<file path="src/rtl/spc_pkg.sv">
package spc_pkg;

  // longest segment accepted in relative mode
  localparam int unsigned MaxSegment = 255;
  // the segment counter saturates one above the limit
  localparam int unsigned SegLenW = $clog2(MaxSegment + 2);

  // check modes
  localparam logic [1:0] ModeRel    = 2'd0;
  localparam logic [1:0] ModeSingle = 2'd1;
  localparam logic [1:0] ModeIdent  = 2'd2;
  localparam logic [1:0] ModeSpare  = 2'd3;

  // characters with a meaning of their own
  localparam logic [7:0] ChFirst  = 8'h21;
  localparam logic [7:0] ChLast   = 8'h7e;
  localparam logic [7:0] ChSlash  = 8'h2f;
  localparam logic [7:0] ChBslash = 8'h5c;
  localparam logic [7:0] ChColon  = 8'h3a;
  localparam logic [7:0] ChStar   = 8'h2a;
  localparam logic [7:0] ChQuest  = 8'h3f;
  localparam logic [7:0] ChQuote  = 8'h22;
  localparam logic [7:0] ChLess   = 8'h3c;
  localparam logic [7:0] ChMore   = 8'h3e;
  localparam logic [7:0] ChPipe   = 8'h7c;
  localparam logic [7:0] ChDot    = 8'h2e;
  localparam logic [7:0] ChUnder  = 8'h5f;
  localparam logic [7:0] ChPlus   = 8'h2b;
  localparam logic [7:0] ChMinus  = 8'h2d;
  localparam logic [7:0] ChOne    = 8'h31;
  localparam logic [7:0] ChNine   = 8'h39;

  // reserved device names, lower case
  localparam logic [23:0] NameCon = 24'h636f6e;
  localparam logic [23:0] NamePrn = 24'h70726e;
  localparam logic [23:0] NameAux = 24'h617578;
  localparam logic [23:0] NameNul = 24'h6e756c;
  localparam logic [23:0] NameCom = 24'h636f6d;
  localparam logic [23:0] NameLpt = 24'h6c7074;

  // per-string scan state
  typedef struct packed {
    logic               bad;
    logic               started;
    logic [SegLenW-1:0] seg_len;
    logic               all_dots;
    logic               prev_dot;
    logic               dot_seen;
    logic [31:0]        base_chars;
    logic [2:0]         base_len;
  } scan_t;

  localparam scan_t ScanReset = '{
    bad:        1'b0,
    started:    1'b0,
    seg_len:    '0,
    all_dots:   1'b1,
    prev_dot:   1'b0,
    dot_seen:   1'b0,
    base_chars: 32'h0,
    base_len:   3'd0
  };

  function automatic logic [7:0] to_lower(input logic [7:0] c);
    logic [7:0] r;
    r = c;
    if (c >= 8'h41 && c <= 8'h5a) r = c + 8'h20;
    return r;
  endfunction

  function automatic logic is_alnum(input logic [7:0] c);
    return (c >= 8'h30 && c <= 8'h39) || (c >= 8'h41 && c <= 8'h5a) ||
           (c >= 8'h61 && c <= 8'h7a);
  endfunction

  function automatic logic base_reserved(input scan_t s);
    logic [23:0] low3;
    logic [23:0] head;
    logic [7:0]  tail;
    logic        r;
    low3 = s.base_chars[23:0];
    head = s.base_chars[31:8];
    tail = s.base_chars[7:0];
    r    = 1'b0;
    if (s.base_len == 3'd3) begin
      r = (low3 == NameCon) || (low3 == NamePrn) || (low3 == NameAux) || (low3 == NameNul);
    end else if (s.base_len == 3'd4) begin
      r = ((head == NameCom) || (head == NameLpt)) && (tail >= ChOne) && (tail <= ChNine);
    end
    return r;
  endfunction

  // close the current segment and judge it
  function automatic scan_t finish_seg(input scan_t s, input logic [1:0] mode);
    scan_t r;
    r = s;
    if (s.seg_len == '0 || s.all_dots || s.prev_dot || base_reserved(s)) r.bad = 1'b1;
    if (mode == ModeRel && s.seg_len > SegLenW'(MaxSegment)) r.bad = 1'b1;
    r.seg_len    = '0;
    r.all_dots   = 1'b1;
    r.prev_dot   = 1'b0;
    r.dot_seen   = 1'b0;
    r.base_chars = 32'h0;
    r.base_len   = 3'd0;
    return r;
  endfunction

  // fold one byte into the scan state
  function automatic scan_t take_byte(input scan_t s, input logic [7:0] c,
                                      input logic [1:0] mode);
    scan_t r;
    logic  is_dot;
    r         = s;
    is_dot    = (c == ChDot);
    r.started = 1'b1;
    if (mode == ModeRel && c == ChSlash) begin
      r = finish_seg(r, mode);
    end else begin
      if (c < ChFirst || c > ChLast || c == ChSlash || c == ChBslash || c == ChColon ||
          c == ChStar || c == ChQuest || c == ChQuote || c == ChLess || c == ChMore ||
          c == ChPipe) r.bad = 1'b1;
      if (mode == ModeIdent) begin
        if (s.seg_len == '0 && !is_alnum(c)) r.bad = 1'b1;
        if (!(is_alnum(c) || is_dot || c == ChUnder || c == ChPlus || c == ChMinus))
          r.bad = 1'b1;
      end
      if (!is_dot) r.all_dots = 1'b0;
      if (is_dot) begin
        r.dot_seen = 1'b1;
      end else if (!s.dot_seen) begin
        if (s.base_len < 3'd4) r.base_chars = {s.base_chars[23:0], to_lower(c)};
        if (s.base_len < 3'd5) r.base_len = s.base_len + 3'd1;
      end
      r.prev_dot = is_dot;
      if (s.seg_len <= SegLenW'(MaxSegment)) r.seg_len = s.seg_len + SegLenW'(1);
    end
    return r;
  endfunction

endpackage

</file>
<file path="src/rtl/spc_step.sv">
module spc_step (
  input  spc_pkg::scan_t scan_i,
  input  logic [7:0]     char_code_i,
  input  logic           has_char_i,
  input  logic           last_i,
  input  logic [1:0]     mode_i,
  output spc_pkg::scan_t scan_o,
  output logic           path_ok_o
);
  import spc_pkg::*;

  logic [1:0] mode;
  scan_t      after_byte;
  scan_t      closed;

  // the spare mode code behaves as single segment
  assign mode = (mode_i == ModeSpare) ? ModeSingle : mode_i;

  // byte update, then end-of-string judgement
  always_comb begin
    after_byte = has_char_i ? take_byte(scan_i, char_code_i, mode) : scan_i;
    closed     = after_byte;
    if (!after_byte.started) closed.bad = 1'b1;
    closed     = finish_seg(closed, mode);
    path_ok_o  = !closed.bad;
    scan_o     = last_i ? ScanReset : after_byte;
  end

endmodule

</file>
<file path="src/rtl/safe_path_segment_checker_unit.sv">
// channel  | direction | tdata bits            | tuser / tlast
// s_axis   | in        | [7:0] char_code       | tuser: has_char, tlast: last
// m_axis   | out       | [0] path_ok, rest 0   | -
// cfg      | in        | cfg_data_i: check_mode | write on cfg_we_i
//
// one word accepted every cycle unless a stall on m_axis holds a last-marked word; a path_ok
// word is offered on m_axis once the word marked last has passed the input register, then the result register.
// the scan state updates in one pass between the two registers.
// a stall on m_axis holds only last-marked words; others keep flowing.
// reset clears the scan state and sets check_mode to relative paths.
module safe_path_segment_checker_unit (
  input  logic       clk_i,
  input  logic       rst_ni,
  input  logic       cfg_we_i,
  input  logic [1:0] cfg_data_i,     // check_mode
  input  logic       s_axis_tvalid,
  output logic       s_axis_tready,
  input  logic [7:0] s_axis_tdata,   // [7:0] char_code
  input  logic       s_axis_tuser,   // [0] has_char
  input  logic       s_axis_tlast,
  output logic       m_axis_tvalid,
  input  logic       m_axis_tready,
  output logic [7:0] m_axis_tdata    // [0] path_ok, [7:1] zero
);
  import spc_pkg::*;

  logic [1:0] mode_q;
  logic       in_valid_q;
  logic [7:0] in_char_q;
  logic       in_has_q;
  logic       in_last_q;
  logic       out_valid_q;
  logic       out_ok_q;
  scan_t      scan_q;
  scan_t      scan_d;
  logic       ok_d;
  logic       advance;
  logic       s_fire;

  spc_step u_step (
    .scan_i      (scan_q),
    .char_code_i (in_char_q),
    .has_char_i  (in_has_q),
    .last_i      (in_last_q),
    .mode_i      (mode_q),
    .scan_o      (scan_d),
    .path_ok_o   (ok_d)
  );

  // a held word moves on unless it owes a result that has no room
  assign advance       = in_valid_q && (!in_last_q || !out_valid_q || m_axis_tready);
  assign s_axis_tready = !in_valid_q || advance;
  assign s_fire        = s_axis_tvalid && s_axis_tready;

  assign m_axis_tvalid = out_valid_q;
  assign m_axis_tdata  = {7'b0, out_ok_q};

  // control and scan state
  always_ff @(posedge clk_i or negedge rst_ni) begin
    if (!rst_ni) begin
      mode_q      <= ModeRel;
      in_valid_q  <= 1'b0;
      out_valid_q <= 1'b0;
      scan_q      <= ScanReset;
    end else begin
      if (cfg_we_i) mode_q <= cfg_data_i;
      if (s_fire) begin
        in_valid_q <= 1'b1;
      end else if (advance) begin
        in_valid_q <= 1'b0;
      end
      if (advance) scan_q <= scan_d;
      if (advance && in_last_q) begin
        out_valid_q <= 1'b1;
      end else if (m_axis_tready) begin
        out_valid_q <= 1'b0;
      end
    end
  end

  // payload registers
  always_ff @(posedge clk_i) begin
    if (s_fire) begin
      in_char_q <= s_axis_tdata;
      in_has_q  <= s_axis_tuser;
      in_last_q <= s_axis_tlast;
    end
    if (advance && in_last_q) out_ok_q <= ok_d;
  end

endmodule
</file>
<file path="config.mk">
export PLATFORM = sky130hd
export DESIGN_NAME = safe_path_segment_checker_unit
export DESIGN_NICKNAME = d
export VERILOG_FILES = /design/src/rtl/spc_pkg.sv /design/src/rtl/spc_step.sv /design/src/rtl/safe_path_segment_checker_unit.sv
export SDC_FILE = /design/constraint.sdc
export NUM_CORES = 1
export LEC_CHECK = 0
export BUFFER_PORTS_ARGS = -buffer_cell sky130_fd_sc_hd__buf_4
export CAP_MARGIN = 10
export CELL_PAD_IN_SITES_DETAIL_PLACEMENT = 2
export CELL_PAD_IN_SITES_GLOBAL_PLACEMENT = 2
export CORE_UTILIZATION = 30
export CTS_CLUSTER_SIZE = 28
export DETAILED_ROUTE_END_ITERATION = 16
export PLACE_DENSITY_LB_ADDON = 0.05
export SYNTH_ARGS = -nofsm -noshare
export SYNTH_HDL_FRONTEND = slang
export SYNTH_SLANG_ARGS = --single-unit
export TNS_END_PERCENT = 100
</file>
<file path="constraint.sdc">
create_clock -name clk_i -period 3.1 [get_ports clk_i]
set_input_delay 0.775 -clock clk_i [delete_from_list [all_inputs] [get_ports clk_i]]
set_output_delay 0.775 -clock clk_i [all_outputs]
set_load 0.02 [all_outputs]
</file>
; ---- After elaboration in Yosys (flattened, before gate mapping)
; Index checks and enable logic that the tools add are counted.
[classes]
magnitude_cmp = 17
muxes = 31
n_addsub = 3
n_reduce_logical = 60
eq_ne = 31
[ops]
columns = operator, count
row1 = $eq A24 B23 Y1 const B, 12
row2 = $mux W49, 2
row3 = $eq A8 B6 Y1 const B, 10
row4 = $mux W35, 2
row5 = $mux W47, 1
row6 = $logic_or A1 B1 Y1, 33
row7 = $mux W32, 1
row8 = $eq A8 B7 Y1 const B, 3
row9 = $ge A8 B6 Y1 const B, 3
row10 = $le A8 B6 Y1 const B, 3
row11 = $mux W1, 21
row12 = $gt A9 B8 Y1 const B, 2
row13 = $logic_not A9 Y1, 2
row14 = $ge A8 B7 Y1 const B, 2
row15 = $le A8 B7 Y1 const B, 2
row16 = $logic_and A1 B1 Y1, 14
row17 = $add A9 B1 Y9 const B, 1
row18 = $le A9 B8 Y1 const B, 1
row19 = $mux W9, 1
row20 = $add A8 B6 Y8 const B, 1
row21 = $gt A8 B7 Y1 const B, 1
row22 = $lt A8 B6 Y1 const B, 1
row23 = $mux W8, 1
row24 = $eq A3 B2 Y1 const B, 2
row25 = 11 further kinds, 20
[totals]
output_inout_bits = 10
ff_bits = 64

; ---- Longest topological paths before layout
; Gate-level depths: netlist of the first run.
[depth]
depth_word = 27
depth_mapped = 14

; ---- Modules after synthesis
; Synthesis of the first run repeated with hierarchy kept, for this count alone.
[unflattened]
hier_cells = 709
hier_area_um2 = 5646.7
[modules_own_cells]
columns = mod, area_each_um2, n_inst, cells_per_inst
row1 = safe_path_segment_checker_unit, 3285.7, 1, 314
row2 = spc_step, 2361.0, 1, 395

; ---- Worst setup path before layout of the first run
; OpenSTA, ideal clock, no wires.
[synth_path]
path_kind = register to register
from = register in_char_q[4]
to = register out_ok_q, data pin
required_ns = 2.832
stages_incl_launch_ff = 10
arrival_ns = 2.495
setup_time_ns = 0.268
synth_period_minus_slack_ns = 2.763
slack_ns = 0.337
cell_sequence = edfxtp_1 > buf_6 > nor3b_4 > nand4_2 > a21o_4 > a22oi_2 > nand3_2 > or4b_1 > a2111oi_2 > a21oi_1
[synth_via]
elab_chain_cells = 21
[synth_lines]
columns = element, line_no
row1 = "start, declared", safe_path_segment_checker_unit.sv:29  ; logic [7:0] in_char_q;
row2 = "start signal, assigned", safe_path_segment_checker_unit.sv:84  ; in_char_q <= s_axis_tdata;
row3 = $lt A8 B6 Y1 / $gt A8 B7 Y1 (equally long branches), spc_pkg.sv:119  ; if (c < ChFirst || c > ChLast || c == ChSlash || c == ChBslash || c == ChColon ||
row4 = $logic_or A1 B1 Y1 (5 in series), spc_pkg.sv:119
row5 = $logic_or A1 B1 Y1 (5 in series), spc_pkg.sv:120  ; c == ChStar || c == ChQuest || c == ChQuote || c == ChLess || c == ChMore ||
row6 = $mux W1, spc_pkg.sv:119
row7 = $mux W1, spc_pkg.sv:123  ; if (s.seg_len == '0 && !is_alnum(c)) r.bad = 1'b1;
row8 = $mux W1, spc_pkg.sv:124  ; if (!(is_alnum(c) || is_dot || c == ChUnder || c == ChPlus || c == ChMinus))
row9 = $mux W1, spc_pkg.sv:122  ; if (mode == ModeIdent) begin
row10 = $mux W1, spc_pkg.sv:116  ; if (mode == ModeRel && c == ChSlash) begin
row11 = $mux W49 (*), spc_step.sv:21  ; after_byte = has_char_i ? take_byte(scan_i, char_code_i, mode) : scan_i;
row12 = "parallel branches: the longest is 2 deep, another holds $ge A8 B6 Y1", n/a
row13 = $mux W1 (*), spc_pkg.sv:98  ; if (mode == ModeRel && s.seg_len > SegLenW'(MaxSegment)) r.bad = 1'b1;
row14 = $logic_not A1 Y1 (*), spc_step.sv:25  ; path_ok_o = !closed.bad;
row15 = net ok_d, safe_path_segment_checker_unit.sv:36  ; logic ok_d;
row16 = "end signal, assigned", safe_path_segment_checker_unit.sv:88  ; if (advance && in_last_q) out_ok_q <= ok_d;
row17 = "end, declared", safe_path_segment_checker_unit.sv:33  ; logic out_ok_q;
; Mark *: on every way through the listed nets, which the timed path passes. The select of a mux whose other input is x is not followed.
; A chain may end at the register's enable or synchronous reset.

; ---- Worst setup path in the final report of the first run
[layout_path]
from = register in_char_q[1]
to = register out_ok_q, data pin
; The elaborated chain is that of the path after synthesis.

==> reports/results.env, run 1 <==
GLOBAL_ROUTE_WIRE_LENGTH_BEFORE_REPAIR_MM=28.5
ROUTED_WIRELENGTH_MM=18.2
DIE_X_MICRONS=124
ROWS=44
CLKTRANSATPATHREGS_NS=0.06
INITIALDRTVIOLATIONCOUNT=245
MAX-CAP-VIOLATIONS=0
TRITONCTS_CLOCK_TREE='yes'
R2R-START='in_char_q[1]'
CRIT_FANOUT=8
MAXCLOCKFREQUENCY_MHz=329
CRIT_TYPE='flip-flop to flip-flop'
DRT-VIAS-PER-INSTANCE=5.93
SYNTH.CELL_AREA_SQ_UM=4490
LARGEST_NET_DEGREE_AT_THE_START_OF_GLOBAL_ROUTING=54
STATUS='finished clean'
HPWL_DP_MM=13.4
FINALCOREUTILIZATION_PCT=38.1
DP_WORST_SLACK_NS=-0.0205
CLOCK_NET_SINK_COUNT=64
NUMBER_OF_ENABLE_TYPE_REGISTER_CELLS_IN_THE_SYNTHESIZED_NETLIST=11
FINALNONFILLERCELLS=748
FLOORPLAN.DIE_AREA_SQ_UM=15500
STARTPOINT_TYPE='flip-flop'
FINAL_LAYOUT_SIZE_SUFFIX_GT1_SHARE_PCT=24.1
VDD_DROP_MAX_uV=282
CELLLEAKAGEPOWER_uW=0.00224
PWR-SHARE-SEQ_PCT=34.9
ROUTABILITYCONGESTION=0.890
YOSYS_REGISTER_BITS=64
R2R_CELLS=9
SYNTH_WARNINGS=0
AREA_GROWTH_FROM_SYNTHESIS_TO_LAYOUT_PCT=23.8
SYNTH_SEQ_AREA_SHARE_PCT=36.9
DRC_VIOLATION_COUNT_AFTER_ROUTING=0
YS_TYPES=81
TIMING.CRITICAL_PATH.REQUIRED_NS=3.19
ANTENNA_FOUND_INITIAL=0
CLKPWRFRAC_PCT=37.4
SYNTH_TOP_FLOP_CELL='sky130_fd_sc_hd__dfrtp_1'
I_O_PIN_CNT=27
CELLINTERNALPOWER_uW=1890
TIMING.HOLD.WORST.CLASS='primary input to asynchronous set/reset pin'
FINAL_NETS=584
RRSETUPSLACK_NS=0.06
PERIOD_SHARE_PCT=98.1
GRT_REMAINING_OVERFLOW=0
CTS.PATH.MAX_BUFFERS=2
COREAREA_SQ_UM=14600
WORST_SLACK_NS=0.0575
WORST-ENDPOINT-ARRIVAL_NS=3.13
NUMBER_OF_GLOBAL_ROUTE_VIAS_BEFORE_REPAIR=4745
DIEHEIGHT_MICRONS=124
CTSROOTBUFFERMASTER='sky130_fd_sc_hd__clkbuf_16'
DR_TOTAL_VIAS=4439
NUMCTSBUFFERS=9
P_SW_SHARE_PCT=33.6
CRITICAL_PATH.REG2REG.ENDPOINT='out_ok_q'
GROUTE.USAGE.OVERALL_PCT=24.0
WORST_MARGIN_SLEW_NS=1.23
H-TREE-DEPTH=3
BUFFER_PORTS.INSERTED=19
LAYOUT_MIN_CYCLE_TIME_NS=3.04
FINAL_COUNT_OF_HOLD_TIMING_VIOLATIONS=0
NET-SWITCHING-POWER_uW=954
N_ANTENNA_CELL=0
HOLD-WORST-SLACK_NS=0.479
DETAIL_ROUTE.WL_PER_CELL_MICRONS=24.4
WORST_SKEW_PAIR.LATE_LATENCY_NS=0.35
DETAILEDROUTE.FIRSTPASSITERATIONCOUNT=4
MAXSLEWVIOLCOUNT=0
COMBPWRFRAC_PCT=27.6
START_UTIL_PCT=30.8
ASYNCSETRESETFLOPFRACSYNTH_PCT=82.8
WORSTSETUPENDPOINTTYPE='flip-flop'
ROUTE.ANTENNA.REMAINING_NETS=0
RELSLEWSLACK_PCT=17.8
PLACED_CELLS=724
FINALSETUPVIOLCOUNT=0
SYNTHESIS.AREA_PER_INSTANCE_SQ_UM=8.93
FINALCLOCKSKEW_NS=0.00770
PWR_DENSITY_CELL_nW_PER_UM2=511
SYN_INST=503
==> cells in the final DEF (no fill, tap or decap), types with 3 or more instances in the layout <==
master                      instances
sky130_fd_sc_hd__conb_1             7
sky130_fd_sc_hd__a31oi_1           11
sky130_fd_sc_hd__mux2_2             3
sky130_fd_sc_hd__nor3_1            14
sky130_fd_sc_hd__nor2_1            27
sky130_fd_sc_hd__nor4_1             6
sky130_fd_sc_hd__a22o_1            31
sky130_fd_sc_hd__clkbuf_16          9
sky130_fd_sc_hd__a32oi_1            8
sky130_fd_sc_hd__a32o_1             3
sky130_fd_sc_hd__o21ai_0           36
sky130_fd_sc_hd__a211oi_1           3
sky130_fd_sc_hd__a21oi_1           22
sky130_fd_sc_hd__and3_1             4
sky130_fd_sc_hd__nor2b_1            3
sky130_fd_sc_hd__ha_1               8
sky130_fd_sc_hd__or3_1              3
sky130_fd_sc_hd__nand3b_1           5
sky130_fd_sc_hd__nor4b_2            3
sky130_fd_sc_hd__o22ai_1            6
sky130_fd_sc_hd__buf_4             87
sky130_fd_sc_hd__dfrtp_1           52
sky130_fd_sc_hd__nor4b_1            4
sky130_fd_sc_hd__and2_1             6
sky130_fd_sc_hd__inv_1             21
sky130_fd_sc_hd__edfxtp_1          11
sky130_fd_sc_hd__or4_1              3
sky130_fd_sc_hd__xnor2_1            4
sky130_fd_sc_hd__nand3_1           16
sky130_fd_sc_hd__nand4_1            8
sky130_fd_sc_hd__a22oi_1            6
sky130_fd_sc_hd__o2111ai_1          3
sky130_fd_sc_hd__nand2b_1           9
sky130_fd_sc_hd__nand2_1           36
sky130_fd_sc_hd__and4_1             4
sky130_fd_sc_hd__nor3b_1            7
==> state kept, by name (all words and copies together) (netlist names) <==
register / flops
scan_q: 49
in_valid_q: 1
out_ok_q: 1
in_char_q: 8
m_axis_tvalid: 1
in_has_q: 1
mode_q: 2
in_last_q: 1
==> timing repair <==
| action | CTS | global route |
|---|---|---|
| setup buffers | 0 | 8 |
| resized for setup | 2 | 18 |
| endpoints found under the hold margin | 0 | 0 |
| pin swaps | 0 | 4 |
| setup endpoints to repair | 1 | 1 |
| hold buffers | 0 | 0 |
==> worst max-delay path by stage <==
stage | from | end | cells past startpoint
after CTS | in_char_q[7] | out_ok_q | 11
after global placement | in_char_q[0] | out_ok_q | 9
after detailed placement | in_char_q[1] | out_ok_q | 9
after global routing | mode_q[1] | out_ok_q | 8
final | in_char_q[1] | out_ok_q | 9
after floorplan | in_char_q[4] | out_ok_q | 9
==> worst max-delay path, cell delays in order, from the launching register on <==
cell	delay (ns)
sky130_fd_sc_hd__edfxtp_1	0.38
sky130_fd_sc_hd__and4b_2	0.33
sky130_fd_sc_hd__buf_4	0.17
sky130_fd_sc_hd__a21boi_4	0.31
sky130_fd_sc_hd__a41oi_1	0.22
sky130_fd_sc_hd__o22ai_2	0.18
sky130_fd_sc_hd__nand3_2	0.14
sky130_fd_sc_hd__or4b_4	0.57
sky130_fd_sc_hd__a2111oi_4	0.37
sky130_fd_sc_hd__a21oi_1	0.10
==> synth_stat cells (3+ instances only) <==
library cell,instances,area (sq um)
sky130_fd_sc_hd__dfrtp_1,52,1300
sky130_fd_sc_hd__o21ai_0,37,185
sky130_fd_sc_hd__nand2_1,36,135
sky130_fd_sc_hd__a22o_1,31,272
sky130_fd_sc_hd__clkbuf_1,31,116
sky130_fd_sc_hd__nor2_1,29,109
sky130_fd_sc_hd__a21oi_1,22,110
sky130_fd_sc_hd__inv_1,21,78.8
sky130_fd_sc_hd__nand3_1,16,80.1
sky130_fd_sc_hd__nor3_1,15,75.1
sky130_fd_sc_hd__a31oi_1,11,68.8
sky130_fd_sc_hd__edfxtp_1,11,330
sky130_fd_sc_hd__nand2b_1,9,56.3
sky130_fd_sc_hd__a32oi_1,8,70.1
sky130_fd_sc_hd__buf_4,8,60.1
sky130_fd_sc_hd__ha_1,8,100
sky130_fd_sc_hd__nand4_1,8,50.1
sky130_fd_sc_hd__and2_1,7,43.8
sky130_fd_sc_hd__nor3b_1,7,52.6
sky130_fd_sc_hd__nor4_1,7,43.8
sky130_fd_sc_hd__a22oi_1,6,45.0
sky130_fd_sc_hd__nor4b_1,6,52.6
sky130_fd_sc_hd__o22ai_1,6,37.5
sky130_fd_sc_hd__buf_2,5,25.0
sky130_fd_sc_hd__buf_6,5,56.3
sky130_fd_sc_hd__nand3b_1,5,37.5
sky130_fd_sc_hd__a211oi_1,4,30.0
sky130_fd_sc_hd__and3_1,4,25.0
sky130_fd_sc_hd__and4_1,4,35.0
sky130_fd_sc_hd__xnor2_1,4,35.0
sky130_fd_sc_hd__a21oi_2,3,26.3
sky130_fd_sc_hd__a32o_1,3,30.0
sky130_fd_sc_hd__mux2_2,3,33.8
sky130_fd_sc_hd__nor2b_1,3,18.8
sky130_fd_sc_hd__o2111ai_1,3,26.3
sky130_fd_sc_hd__or3_1,3,18.8
sky130_fd_sc_hd__or4_1,3,22.5
==> through the flow <==
step / instance area, sq um / total power, uW / setup TNS [ns]
after floorplan: 4510 / 1410 / 0
final: 5560 / 2840 / 0
after global placement: 5090 / 1720 / 0
after detailed placement: 5090 / 1740 / -0.0205
after CTS: 5410 / 2830 / 0
after global routing: 5560 / 2960 / -0.0657
==> layout make-up <==
type / instances / area, sq um
Clock buffer: 13 / 260
Multi-Input combinational cell: 374 / 2620
Tap cell: 184 / 230
Fill cell: 1590 / 9030
Timing Repair Buffer: 89 / 669
Sequential cell: 64 / 1660
Inverter: 21 / 78.8
Clock inverter: 3 / 41.3
==> metal layers <==
metal | part of all wire (%) | up-vias | track usage [%]
met1 | 48 | 2310 | 33.3
met2 | 47 | 89 | 37.7
met5 | 0 | - | 0
li1 | - | 2026 | -
met3 | 3.7 | 14 | 3.57
met4 | 1.3 | 0 | 8.93
==> cell families (layout without fill, tap and decap cells) <==
kind of cell | count (synthesis) | count (layout) | share of synthesized area [%]
simple gates | 175 | 175 | 22.5
buf+inv | 71 | 126 | 7.58
other cells | 1 | 7 | 0.0835
xor+xnor | 5 | 5 | 0.975
flops | 64 | 64 | 36.9
fa+ha+maj | 8 | 8 | 2.23
mux | 5 | 5 | 1.20
compound gates | 174 | 174 | 28.5
==> power by group through the flow <==
stage	logic [uW]	clock network [uW]	registers, uW
4_1_cts	740	1090	992
5_1_grt	843	1120	1000
3_5_place_dp	735	0	1010
2_1_floorplan	435	0	976
6_report	786	1060	993
3_3_place_gp	720	0	1000
Note: power is estimated with default switching activity, not from simulation.
==> run 2: changes to the inputs <==
SYNTH_HIERARCHICAL = 1   (was unset)
==> reports/results.env, run 2 <==
STATUS='finished clean'
ROUTED_WIRELENGTH_MM=21.1
TRITONCTS_CLOCK_TREE='yes'
DR_TOTAL_VIAS=5521
YOSYSTOPAREACELLSHARE_PCT=23.0
ROUTABILITYCONGESTION=0.855
DETAIL_ROUTE.WL_PER_CELL_MICRONS=22.4
TIMING.HOLD.WORST.CLASS='primary input to asynchronous set/reset pin'
INITIALDRTVIOLATIONCOUNT=264
WORST-ENDPOINT-ARRIVAL_NS=3.00
DETAILEDROUTE.FIRSTPASSITERATIONCOUNT=6
VDD_DROP_MAX_uV=256
FINAL_LAYOUT_SIZE_SUFFIX_GT1_SHARE_PCT=13.9
H-TREE-DEPTH=3
ROWS=49
START_UTIL_PCT=31.0
PWR_DENSITY_CELL_nW_PER_UM2=454
ANTENNA_FOUND_INITIAL=0
SYNTH_TOP_FLOP_CELL='sky130_fd_sc_hd__dfrtp_1'
GLOBAL_ROUTE_WIRE_LENGTH_BEFORE_REPAIR_MM=34.6
MAX-CAP-VIOLATIONS=0
HPWL_DP_MM=14.9
YOSYSMOSTFREQUENTCELL='sky130_fd_sc_hd__nand2_1'
CRIT_TYPE='flip-flop to flip-flop'
RELSLEWSLACK_PCT=27.2
YOSYS_REGISTER_BITS=64
RSZ0062_AT_GRT='false'
DRC_VIOLATION_COUNT_AFTER_ROUTING=0
NUMCTSBUFFERS=9
GRT_REMAINING_OVERFLOW=0
FINAL_NETS=730
SYNTH_SEQ_AREA_SHARE_PCT=29.4
MAXSLEWVIOLCOUNT=0
FIN_SETUP_TNS_NS=0
SYNTH_TOP_CELLS_BY_COUNT='sky130_fd_sc_hd__nand2_1 (130), sky130_fd_sc_hd__nand4b_1 (57), sky130_fd_sc_hd__nand2b_1 (55)'
PERIOD_SHARE_PCT=90.8
DIEHEIGHT_MICRONS=139
LARGEST_NET_DEGREE_AT_THE_START_OF_GLOBAL_ROUTING=69
NETLIST_TOP_CELLS_AREA='sky130_fd_sc_hd__dfrtp_1 (23%), sky130_fd_sc_hd__nand4b_1 (8.8%), sky130_fd_sc_hd__nand2_1 (8.6%)'
WORST_SKEW_PAIR.LATE_LATENCY_NS=0.35
MOSTFREQUENTLAYOUTCELL='sky130_fd_sc_hd__nand2_1'
FINALSETUPVIOLCOUNT=0
CTSROOTBUFFERMASTER='sky130_fd_sc_hd__clkbuf_16'
TIMING.CRITICAL_PATH.REQUIRED_NS=3.29
GROUTE.USAGE.OVERALL_PCT=22.8
I_O_PIN_CNT=27
POST-SYNTH-TOP-AREA-CELL='sky130_fd_sc_hd__dfrtp_1'
AREA_GROWTH_FROM_SYNTHESIS_TO_LAYOUT_PCT=12.3
CLOCK_NET_SINK_COUNT=64
FINALNONFILLERCELLS=939
CLKTRANSATPATHREGS_NS=0.06
LAYOUT_MIN_CYCLE_TIME_NS=2.81
CTS-RESIZED-GATES=0
N_ANTENNA_CELL=0
DRT-VIAS-PER-INSTANCE=5.88
DIE_X_MICRONS=139
R2R_CELLS=6
ASYNCSETRESETFLOPFRACSYNTH_PCT=82.8
WORST_MARGIN_SLEW_NS=1.08
LARGEST_REGISTER='scan_q'
LARGEST_REG_FLOPS=49
NUMBER_OF_ENABLE_TYPE_REGISTER_CELLS_IN_THE_SYNTHESIZED_NETLIST=11
LAYOUT_TOP_REGISTERS='scan_q x49, in_char_q x8, mode_q x2'
ROUTE.ANTENNA.REMAINING_NETS=0
FINALCLOCKSKEW_NS=0.00918
SYNTH_WARNINGS=6
FINAL_COUNT_OF_HOLD_TIMING_VIOLATIONS=0
POST_CTS_SETUP_BUFS=0
SYNTH.CELL_AREA_SQ_UM=5650
LAYOUT_COMMON_CELLS='sky130_fd_sc_hd__nand2_1 (130), sky130_fd_sc_hd__nand4b_1 (57), sky130_fd_sc_hd__nand2b_1 (55)'
CTS.PATH.MAX_BUFFERS=2
STARTPOINT_TYPE='flip-flop'
CELLLEAKAGEPOWER_uW=0.00230
POST_CTS_HOLD_BUFFER_COUNT=0
MAXCLOCKFREQUENCY_MHz=355
YS_TYPES=76
BUFFER_PORTS.INSERTED=19
SYNTHESIS.AREA_PER_INSTANCE_SQ_UM=7.96
SYN_INST=709
COREAREA_SQ_UM=18200
WORSTSETUPENDPOINTTYPE='flip-flop'
CRIT_FANOUT=7
FLOORPLAN.DIE_AREA_SQ_UM=19400
NUMBER_OF_GLOBAL_ROUTE_VIAS_BEFORE_REPAIR=5897
PLACED_CELLS=923
[run 2: cell families after synthesis]
group	synth area share, %
AOI/OAI and AO/OA	20.4
xor gates and xnor gates	1.24
adders and majority gates	1.77
buffers and inverters	6.65
DFF	29.4
muxes	1.51
other	0.0664
and+or+nand+nor	39.0
[run 2: layout make-up]
cell class / count / area (sq um)
clock buffers: 12 / 289
clock inverters: 4 / 22.5
fillers: 2085 / 11900
inverters: 9 / 33.8
multi-input cells: 569 / 3640
flip-flops and latches: 64 / 1660
well taps: 229 / 287
repair buffers: 52 / 403
[run 2: where the power goes]
part / switching [uW] / leakage [uW] / total, uW / internal [uW]
registers: 183 / 0.000819 / 1120 / 934
clock network: 422 / 0.000155 / 1080 / 657
logic: 414 / 0.00132 / 684 / 270
total: 1020 / 0.00230 / 2880 / 1860
[run 2: path summary, 6_finish.rpt]
kind | from | endpoint | slack [ns]
setup / recovery | scan_q[38] | out_ok_q | 0.29
hold / removal | rst_ni | scan_q[13] | 0.50
setup reg to reg | scan_q[38] | out_ok_q | 0.29
hold reg to reg | scan_q[37] | scan_q[37] | 0.57
max in group asynchronous | rst_ni | in_valid_q | 2.02
min in group clk_i | scan_q[37] | scan_q[37] | 0.57
[run 2: stage by stage]
stage | setup WS, ns | utilization, % | hold slack, ns | cell area (sq um) | total power, uW
floorplan | 0.519 | - | 0.479 | 5670 | 1530
global placement | 0.249 | 33.1 | 0.541 | 6030 | 1800
detailed placement | 0.265 | 33.1 | 0.552 | 6030 | 1820
CTS | 0.258 | 34.8 | 0.528 | 6340 | 2920
global route | 0.0109 | 34.8 | 0.552 | 6340 | 3030
finish | 0.286 | 34.8 | 0.497 | 6340 | 2880
[run 2: worst max-delay path, cell delays in order, from the launching register on]
cell and delay (ns):
sky130_fd_sc_hd__dfrtp_1 0.45, sky130_fd_sc_hd__ha_1 0.31, sky130_fd_sc_hd__o311ai_0 0.95, sky130_fd_sc_hd__o21ai_0 0.27, sky130_fd_sc_hd__a31oi_1 0.29, sky130_fd_sc_hd__o21ai_0 0.18, sky130_fd_sc_hd__nor3b_1 0.20
[run 2: layer usage]
layer | part of all wire, % | vias up | track usage [%] | wire (microns)
li1 | - | 2596 | - | -
met1 | 47 | 2842 | 30.2 | 9980
met2 | 49 | 65 | 38.8 | 10400
met3 | 1.8 | 18 | 2.45 | 384
met4 | 1.6 | 0 | 7.25 | 337
met5 | 0 | - | 0 | 0
==> run 3: changes to the inputs <==
CELL_PAD_IN_SITES_DETAIL_PLACEMENT = 1   (was 2)
==> reports/results.env, run 3 (synthesized netlist as in run 2, its figures left out) <==
STATUS='finished, violations left'
FAILED_CHECKS='design-rule violations'
POST_CTS_HOLD_BUFFER_COUNT=0
FINALCOREUTILIZATION_PCT=34.6
LAYOUT_TOP_REGISTERS='scan_q x49, in_char_q x8, mode_q x2'
MAXCLOCKFREQUENCY_MHz=357
LARGEST_NET_DEGREE_AT_THE_START_OF_GLOBAL_ROUTING=69
GROUTE.USAGE.OVERALL_PCT=21.9
RSZ0062_AT_GRT='false'
COREAREA_SQ_UM=18200
GRT_MOST_USED_LAYER='met2'
GRT_UTIL_MET3_PCT=2.94
FIN_SETUP_TNS_NS=0
DIE_X_MICRONS=139
DETAILEDROUTE.FIRSTPASSITERATIONCOUNT=11
DRC_VIOLATION_COUNT_AFTER_ROUTING=1
GRT_REMAINING_OVERFLOW=0
CRIT_FANOUT=13
CTS.PATH.MAX_BUFFERS=2
COMBPWRFRAC_PCT=24.0
ANTENNA_FOUND_INITIAL=0
CLOCK_NET_SINK_COUNT=64
FLOORPLAN.DIE_AREA_SQ_UM=19400
WORSTSETUPENDPOINTTYPE='flip-flop'
ROUTABILITYCONGESTION=0.855
H-TREE-DEPTH=3
CTSROOTBUFFERMASTER='sky130_fd_sc_hd__clkbuf_16'
DIEHEIGHT_MICRONS=139
P_SW_SHARE_PCT=35.6
RRSETUPSLACK_NS=0.30
CELLINTERNALPOWER_uW=1820
CRITICAL_PATH.REG2REG.ENDPOINT='out_ok_q'
TRITONCTS_CLOCK_TREE='yes'
FINAL_LAYOUT_SIZE_SUFFIX_GT1_SHARE_PCT=13.4
HOLD-WORST-SLACK_NS=0.486
R2R-START='in_char_q[5]'
HPWL_DP_MM=14.1
AREA_GROWTH_FROM_SYNTHESIS_TO_LAYOUT_PCT=11.7
SEQUENTIAL_CELL_AREA_SQ_UM=1660
CLKPWRFRAC_PCT=36.5
N_ANTENNA_CELL=0
INITIALDRTVIOLATIONCOUNT=265
LAYOUT_MIN_CYCLE_TIME_NS=2.80
MOSTFREQUENTLAYOUTCELL='sky130_fd_sc_hd__nand2_1'
GLOBAL_ROUTE_WIRE_LENGTH_BEFORE_REPAIR_MM=33.3
PERIOD_SHARE_PCT=90.3
CELLLEAKAGEPOWER_uW=0.00228
LARGEST_REGISTER='scan_q'
AREA_USED_BY_MULTI_INPUT_COMBINATIONAL_LOGIC_SQ_UM=3640
ROWS=49
DP_WORST_SLACK_NS=0.282
N_FILL_CELL=2186
BUFFER_PORTS.INSERTED=19
PWR-SHARE-SEQ_PCT=39.5
ROUTED_WIRELENGTH_MM=20.4
WORST_SKEW_PAIR.LATE_LATENCY_NS=0.35
PWR_DENSITY_CELL_nW_PER_UM2=448
DRT-VIAS-PER-INSTANCE=5.90
NUMBER_OF_GLOBAL_ROUTE_VIAS_BEFORE_REPAIR=5690
DR_TOTAL_VIAS=5538
GLOBAL_ROUTE.USAGE.MET1_PCT=29.5
ROUTE.ANTENNA.REMAINING_NETS=0
VDD_DROP_MAX_uV=250
STARTPOINT_TYPE='flip-flop'
START_UTIL_PCT=31.0
FINALCLOCKSKEW_NS=0.00935
FINALSETUPVIOLCOUNT=0
NET-SWITCHING-POWER_uW=1000
GRT_USE_MET2_PCT=36.4
LARGEST_REG_FLOPS=49
CLKTRANSATPATHREGS_NS=0.06
POST_CTS_SETUP_BUFS=0
R2R_CELLS=8
LAYOUT_COMMON_CELLS='sky130_fd_sc_hd__nand2_1 (130), sky130_fd_sc_hd__nand4b_1 (57), sky130_fd_sc_hd__nand2b_1 (55)'
FINAL_COUNT_OF_HOLD_TIMING_VIOLATIONS=0
I_O_PIN_CNT=27
NUMCTSBUFFERS=9
WORST-ENDPOINT-ARRIVAL_NS=2.89
MAX-CAP-VIOLATIONS=0
TIMING.CRITICAL_PATH.REQUIRED_NS=3.19
CRIT_TYPE='flip-flop to flip-flop'
MAXSLEWVIOLCOUNT=0
TIMING.HOLD.WORST.CLASS='primary input to asynchronous set/reset pin'
RELSLEWSLACK_PCT=48.3
WORST_SLACK_NS=0.302
FINAL_NETS=730
DETAIL_ROUTE.WL_PER_CELL_MICRONS=21.7
WORST_MARGIN_SLEW_NS=0.776
==> run 3: cell type report <==
type | instances | area share (%)
Timing Repair Buffer | 52 | 6.39
Inverter | 9 | 0.536
Tap cell | 229 | 4.54
Clock inverter | 5 | 0.754
Sequential cell | 64 | 26.3
Clock buffer | 11 | 3.69
Multi-Input combinational cell | 569 | 57.8
==> run 3: how the worst max path moves through the flow <==
stage	cells after the start	to	start
finish	8	out_ok_q	in_char_q[5]
global route	8	out_ok_q	in_char_q[3]
CTS	6	out_ok_q	scan_q[38]
detailed placement	6	out_ok_q	scan_q[38]
global placement	6	out_ok_q	scan_q[38]
floorplan	8	out_ok_q	in_char_q[6]
==> run 3: per-layer routing <==
metal / routed length, microns / share of wire [%] / vias up
li1: - / - / 2603
met1: 9600 / 47 / 2830
met2: 9870 / 48 / 84
met3: 516 / 2.5 / 21
met4: 381 / 1.9 / 0
met5: 0 / 0 / -
==> run 3: critical path, stage by stage, from the launching register on <==
cell                       delay [ns]
sky130_fd_sc_hd__edfxtp_1        0.47
sky130_fd_sc_hd__or4b_4          0.56
sky130_fd_sc_hd__o21ai_4         0.36
sky130_fd_sc_hd__buf_4           0.27
sky130_fd_sc_hd__nand4_1         0.11
sky130_fd_sc_hd__a21boi_0        0.26
sky130_fd_sc_hd__o211ai_1        0.12
sky130_fd_sc_hd__a311oi_1        0.28
sky130_fd_sc_hd__nor3b_1         0.09
==> run 3: stage by stage <==
stage	std cells	cell area (sq um)	power (uW)
after global routing	939	6310	2970
final	939	6310	2820
after global placement	923	6030	1800
after floorplan	715	5670	1530
after detailed placement	923	6030	1810
after CTS	939	6310	2860
==> run 3: power by group through the flow <==
stage                     Clock [uW]  Combinational, uW  Sequential [uW]
after detailed placement           0                678             1130
final                           1030                679             1120
after CTS                       1060                682             1120
after global routing            1090                745             1140
after floorplan                    0                502             1030
after global placement             0                672             1120
==> run 3: timing repair <==
action | in CTS | in global routing
gates resized for setup | 0 | 1
endpoints found under the setup margin | 0 | 1
endpoints found under the hold margin | 0 | 0
